File: config.mk
export PLATFORM = sky130hd
export DESIGN_NAME = rhe_divider
export DESIGN_NICKNAME = d
export VERILOG_FILES = /design/src/hdl/rgb_histogram_equalizer_top_defines.svh /design/src/hdl/rhe_pkg.sv /design/src/hdl/rhe_divider.sv
export SDC_FILE = /design/constraint.sdc
export NUM_CORES = 1
export LEC_CHECK = 0
export BUFFER_PORTS_ARGS = -buffer_cell sky130_fd_sc_hd__clkbuf_2
export CORE_MARGIN = 5
export CORE_UTILIZATION = 55
export DETAILED_ROUTE_END_ITERATION = 16
export GPL_TIMING_DRIVEN = 0
export HOLD_SLACK_MARGIN = 0.1
export PLACE_DENSITY = 0.77
export SETUP_SLACK_MARGIN = 0.5
export SLEW_MARGIN = 10
export SYNTH_ARGS = -nofsm -noshare
export SYNTH_HDL_FRONTEND = slang
export SYNTH_SLANG_ARGS = --single-unit
export TNS_END_PERCENT = 20
File: constraint.sdc
create_clock -name clock -period 3.62 [get_ports clock]
set_input_delay 0.905 -clock clock [delete_from_list [all_inputs] [get_ports clock]]
set_output_delay 0.905 -clock clock [all_outputs]
set_load 0.01 [all_outputs]
File: src/hdl/rgb_histogram_equalizer_top_defines.svh
// Assertion macros for the equalizer top level.
`ifndef RGB_HISTOGRAM_EQUALIZER_TOP_DEFINES_SVH
`define RGB_HISTOGRAM_EQUALIZER_TOP_DEFINES_SVH

// Implication checked on every edge outside reset.
`define RHE_ASSERT_IMP(label, clk, rst, ante, cons) \
   label: assert property (@(posedge clk) disable iff (rst) (ante) |-> (cons)) \
      else $error("assertion failed");

// Next-cycle implication checked outside reset.
`define RHE_ASSERT_NEXT(label, clk, rst, ante, cons) \
   label: assert property (@(posedge clk) disable iff (rst) (ante) |=> (cons)) \
      else $error("assertion failed");

`endif

File: src/hdl/rhe_pkg.sv
// Shared types and constants for the histogram equalizer.
package rhe_pkg;
   localparam int BinCount = 256;
   localparam int BinBits  = 8;
   localparam int PixBits  = 8;

   typedef enum logic [1:0] {
      OP_COUNT = 2'd0,
      OP_BUILD = 2'd1,
      OP_MAP   = 2'd2,
      OP_CLEAR = 2'd3
   } op_type;

   // Request from the controller to the divider.
   typedef struct packed {
      logic        start;
      logic [39:0] cum;
      logic [31:0] total;
   } div_req_type;

   typedef struct packed {
      logic       done;
      logic [7:0] value;
   } div_rsp_type;
endpackage

File: src/hdl/rhe_divider.sv
// Serial restoring divider: min(255, floor((512*cum + total) / (2*total))).
module rhe_divider (
   input  logic                clock,
   input  logic                reset,
   input  rhe_pkg::div_req_type req,
   output rhe_pkg::div_rsp_type rsp
);
   import rhe_pkg::*;
   // Numerator < 2^50; keep the whole quotient so large ones saturate.
   localparam int NumBits = 50;
   localparam int DenBits = 33;
   localparam int QBits   = NumBits;

   logic [DenBits:0]    rem_ff, rem_in;
   logic [NumBits-1:0]  num_ff, num_in;
   logic [DenBits-1:0]  den_ff, den_in;
   logic [QBits-1:0]    q_ff, q_in;
   logic [5:0]          cnt_ff, cnt_in;
   logic                busy_ff, busy_in;
   logic                done_ff, done_in;
   logic [DenBits:0]    trial;
   logic [DenBits:0]    shifted;

   always_comb begin
      rem_in  = rem_ff;
      num_in  = num_ff;
      den_in  = den_ff;
      q_in    = q_ff;
      cnt_in  = cnt_ff;
      busy_in = busy_ff;
      done_in = 1'b0;
      shifted = {rem_ff[DenBits-1:0], num_ff[NumBits-1]};
      trial   = shifted - {1'b0, den_ff};
      if (req.start) begin
         rem_in  = '0;
         num_in  = {1'b0, req.cum, 9'd0} + {18'd0, req.total};
         den_in  = {req.total, 1'b0};
         q_in    = '0;
         cnt_in  = 6'(NumBits);
         busy_in = 1'b1;
      end else if (busy_ff) begin
         num_in = {num_ff[NumBits-2:0], 1'b0};
         if (!trial[DenBits]) begin
            rem_in = trial;
            q_in   = {q_ff[QBits-2:0], 1'b1};
         end else begin
            rem_in = shifted;
            q_in   = {q_ff[QBits-2:0], 1'b0};
         end
         cnt_in = cnt_ff - 6'd1;
         if (cnt_ff == 6'd1) begin
            busy_in = 1'b0;
            done_in = 1'b1;
         end
      end
   end

   always_ff @(posedge clock) begin
      if (reset) begin
         busy_ff <= 1'b0;
         done_ff <= 1'b0;
         cnt_ff  <= '0;
      end else begin
         busy_ff <= busy_in;
         done_ff <= done_in;
         cnt_ff  <= cnt_in;
      end
      rem_ff <= rem_in;
      num_ff <= num_in;
      den_ff <= den_in;
      q_ff   <= q_in;
   end

   assign rsp.done  = done_ff;
   assign rsp.value = (q_ff > QBits'(255)) ? 8'd255 : q_ff[7:0];
endmodule

Yosys cells after proc, flatten, opt, wreduce, memory -nomap -nowiden

Index checks and enable logic that the tools add are counted.
Widths: inputs -> output; s select.

Bits in registers: 173
Output and inout port bits: 9
Word-level logic and storage cells: 28

Add/sub/neg operators: 3
$lt $le $gt $ge: 1
Eq/ne operators: 1
Multiplexer cells: 11
Bitwise gates (word level): 1
Reductions and logical operators: 3

Operators by type and width:

| operator            | number |
|---|---|
| $mux 50             | 2 |
| $add 49x32->50      | 1 |
| $gt 50x8->1 const B | 1 |
| $sub 34x33->34      | 1 |
| $mux 33             | 1 |
| $mux 6              | 2 |
| $mux 8              | 1 |
| $eq 6x1->1 const B  | 1 |
| $sub 6x1->6 const B | 1 |
| $mux 1              | 5 |
| $reduce_or 3->1     | 1 |
| $reduce_bool 2->1   | 1 |
| $reduce_or 2->1     | 1 |
| $not 1->1           | 1 |

Logic depth before layout (Yosys ltp)

Depth in word-level cells: 4
Depth in mapped cells: 15
Gate-level depth less buffers: 12

Least setup slack after synthesis

OpenSTA, ideal clock, no wires.

Path kind: input-to-reg
Start point: input req[9] (netlist bit)
End point: register num_ff[31], data pin
Setup time: 0.256 ns
Data arrival time: 3.465 ns
Slack: -0.101 ns
Stages: 10
Path through: ha_1 -> fa_1 -> a21o_1 -> a221o_1 -> a211o_1 -> a41oi_1 -> o21ai_0 -> o21a_1 -> or3_1 -> a31o_2

Cells in the longest elaborated chain, start to end: 2

Ends and longest elaborated chain:

| what                 | RTL line          | source |
|---|---|---|
| from (decl)          | rhe_divider.sv:5  | `input rhe_pkg::div_req_type req,` |
| $add 49x32->50       | rhe_divider.sv:36 | `num_in = {1'b0, req.cum, 9'd0} + {18'd0, req.total};` |
| $mux 50              | rhe_divider.sv:34 | `if (req.start) begin` |
| via num_in[31]       | rhe_divider.sv:15 | `logic [NumBits-1:0] num_ff, num_in;` |
| to (signal assigned) | rhe_divider.sv:69 | `num_ff <= num_in;` |
| to (decl)            | rhe_divider.sv:15 |  |

The timed path passes the listed nets, and every way through them passes these cells.
A chain may end at the register's enable or synchronous reset.

Final worst setup path

Ends and elaborated chain as after synthesis.

==> flow_summary.json <==
{
  "synthXorXnorAreaFrac_pct": 5.21,
  "rsz0062_at_grt": "true",
  "p_comb_share_pct": 23.4,
  "path_clk_slew_ns": 0.06,
  "ys_warn_count": 0,
  "syn2layout_area_growth_pct": 16.7,
  "worst_slew_pin_slew_ns": 0.887,
  "place.port_buffers": 82,
  "power_switching_mw": 1.59,
  "slew_headroom_pct": 40.8,
  "required_ns": 3.82,
  "switching_share_pct": 30.0,
  "syn_inst": 1047,
  "netlist-cell-type-count": 65,
  "drc": 0,
  "globalplace.congestion": 0.921,
  "synth_compound_area_share_pct": 16.5,
  "p_leak_nw": 4.92,
  "finalClockSkew_ns": 0.0117,
  "core-area_mm2": 0.0180,
  "critPathCaptureType": "flip-flop",
  "cts-hold-fix-buffers": 0,
  "groute.usage.overall_pct": 22.6,
  "critPathLaunchType": "input pin",
  "vias_per_cell": 5.91,
  "ys_ff_latch": 173,
  "io_pins": 84,
  "core.rowCount": 49,
  "ant_nets": 0,
  "clock_sinks": 173,
  "grt_pass1_vias": 8012,
  "vdd_drop_max_uv": 355,
  "die_w_um": 145,
  "synth_top_cell_area_share_pct": 24.4,
  "synthSimpleGateAreaFrac_pct": 14.4,
  "start_util_pct": 56.0,
  "final_nets": 1294,
  "die_y_um": 145,
  "period_minus_slack_ns": 3.27,
  "overflow": 0,
  "avgSynthCellArea_um2": 9.64,
  "synth.yosys.seq_area_share_pct": 42.4,
  "tns_ns": 0,
  "clock_path_buffers": 2,
  "post-dp-hpwl_mm": 17.8,
  "synth_top_area_cell": "edfxtp_1",
  "diodes": 0,
  "synthTopCellsByArea": "edfxtp_1, dfxtp_1, mux2i_1",
  "fmax_mhz": 306,
  "clk_latency_ns": 0.44,
  "synthTopCellsByCount": "nor2_1, dfxtp_1, edfxtp_1, mux2i_1, a21oi_1",
  "seqPwrFrac_pct": 43.2,
  "ys_async_sr_fraction_pct": 0,
  "period_share_pct": 90.3,
  "final_layout_size_suffix_gt1_share_pct": 17.2,
  "drtIter0Drc": 648,
  "arrival_ns": 3.47,
  "critical_path_class": "input pin to flip-flop",
  "clockRootBuffer": "clkbuf_16",
  "yosys.area_share.adder_pct": 7.46,
  "max-cap-violations": 0,
  "whs_ns": 0.485,
  "mappedNetlistArea_mm2": 0.0101,
  "grt_max_degree": 36,
  "pwr-share-clk_pct": 33.4,
  "h-tree-depth": 4,
  "final-setup-viol-count": 0,
  "cts_tree": "yes",
  "power_density_mw_per_mm2": 449,
  "dieArea_mm2": 0.0212,
  "vias": 8291,
  "wl_per_cell_um": 17.6,
  "final_max_slew_viol_count": 0,
  "outcome": "complete, no violations",
  "p_int_mw": 3.71,
  "antenna_found_initial": 0,
  "final_hold_viol_count": 0,
  "firstDrtPassIters": 5,
  "synth_most_common_cell": "nor2_1",
  "synth_edf_count": 82,
  "hp-class": "flip-flop to flip-flop",
  "synth_top_flop_cell": "dfxtp_1",
  "synthMuxAreaShare_pct": 10.0,
  "numCtsBuffers": 17,
  "critPathMaxFanout": 3,
  "synth_top_family_by_area": "compound AO/OA/AOI/OAI gates",
  "grt_first_pass_wirelength_mm": 39.7,
  "synth_nets": 1181,
  "wirelength_mm": 24.7
}
-- area by class of cell --
cell class,count,area [µm²]
flip-flops and latches,173,4290
inverters,54,203
clock inverters,12,97.6
well taps,229,287
repair buffers,94,567
multi-input cells,774,5640
plain buffers,46,241
clock buffers,20,468
fillers,1464,6240
-- power groups by stage --
stage                     clock network [mW]  logic (mW)  registers [mW]
after floorplan                            0       0.845            2.30
after global placement                     0        1.10            2.32
after detailed placement                   0        1.12            2.32
after CTS                               1.78        1.15            2.28
after global routing                    1.87        1.36            2.30
final                                   1.77        1.24            2.28
-- repair_timing --
item / CTS / global route
hold endpoints to repair: 0 / 0
gates resized for setup: 12 / 39
setup buffers: 4 / 5
gates cloned: 0 / 2
setup endpoints to repair: 52 / 64
pin swaps: 9 / 23
-- path summary, 6_finish.rpt --
path / start / end / slack (ns) / cells past startpoint
max: req[9] / num_ff[31]$_DFFE_PP_ / 0.35 / 11
min: rem_ff[31]$_SDFFE_PP0P_ / rem_ff[31]$_SDFFE_PP0P_ / 0.48 / 2
min reg2reg: rem_ff[31]$_SDFFE_PP0P_ / rem_ff[31]$_SDFFE_PP0P_ / 0.48 / 2
max reg2reg: rem_ff[0]$_SDFFE_PP0P_ / rem_ff[31]$_SDFFE_PP0P_ / 0.50 / 12
-- critical path, stage by stage --
cell and delay [ns]:
clkbuf_8 0.12, ha_4 0.16, fa_2 0.34, a21o_1 0.19, a221o_1 0.36, a211o_1 0.34
a41oi_2 0.21, o21ai_2 0.11, o21a_1 0.19, or3_1 0.30, a31o_2 0.24
-- per-layer routing --
layer,track usage (%),vias to the layer above,wire [µm]
li1,-,4054,-
met1,30.2,3954,10900
met2,37.2,233,11800
met3,3.99,50,1290
met4,7.79,0,682
met5,0,-,0
-- cells in the final DEF (no fill, tap or decap), types with 10 or more instances in the layout --
master | synthesis | final
and3_1 | 19 | 19
nor2_1 | 131 | 131
inv_1 | 53 | 51
edfxtp_1 | 82 | 82
nand2b_1 | 13 | 13
nand2_1 | 57 | 57
a211oi_1 | 31 | 29
o21ai_0 | 28 | 24
clkbuf_2 | 0 | 82
a21o_1 | 28 | 28
xnor2_1 | 36 | 36
nand3_1 | 18 | 16
nand4_1 | 11 | 11
clkbuf_1 | 29 | 27
xor2_1 | 24 | 24
mux2i_1 | 73 | 73
o21a_1 | 10 | 10
buf_1 | 11 | 11
nor4_1 | 13 | 12
and2_1 | 10 | 10
a21oi_1 | 71 | 69
buf_4 | 3 | 11
clkbuf_16 | 0 | 20
mux2_2 | 25 | 25
o211ai_1 | 10 | 10
ha_1 | 57 | 54
nor3_1 | 20 | 17
dfxtp_1 | 91 | 90
-- sequential cells by signal (all words and copies together) (netlist names) --
register and count:
cnt_ff 6, done_ff 1, rem_ff 33, den_ff 32, q_ff 50, num_ff 50
busy_ff 1
-- cells by family (layout without fill, tap and decap cells) --
kind of cell	Yosys count	in the layout
AND/OR/NAND/NOR	312	312
AO/OA/AOI/OAI	245	245
flip-flops	173	173
buffers and inverters	100	226
multiplexers	98	98
XOR/XNOR	60	60
adder cells (fa/ha/maj)	59	59
-- metrics by stage --
step / worst slack [ns] / power, mW / instances / area, µm² / util [%]
floorplan: 0.208 / 3.15 / 1047 / 10100 / -
global placement: -0.793 / 3.42 / 1358 / 10800 / 60.1
detailed placement: -0.376 / 3.44 / 1359 / 10900 / 60.3
CTS: 0.313 / 5.21 / 1395 / 11500 / 63.9
global route: 0.329 / 5.53 / 1402 / 11800 / 65.4
finish: 0.350 / 5.29 / 1402 / 11800 / 65.4
Note: power is estimated with default switching activity, not from simulation.
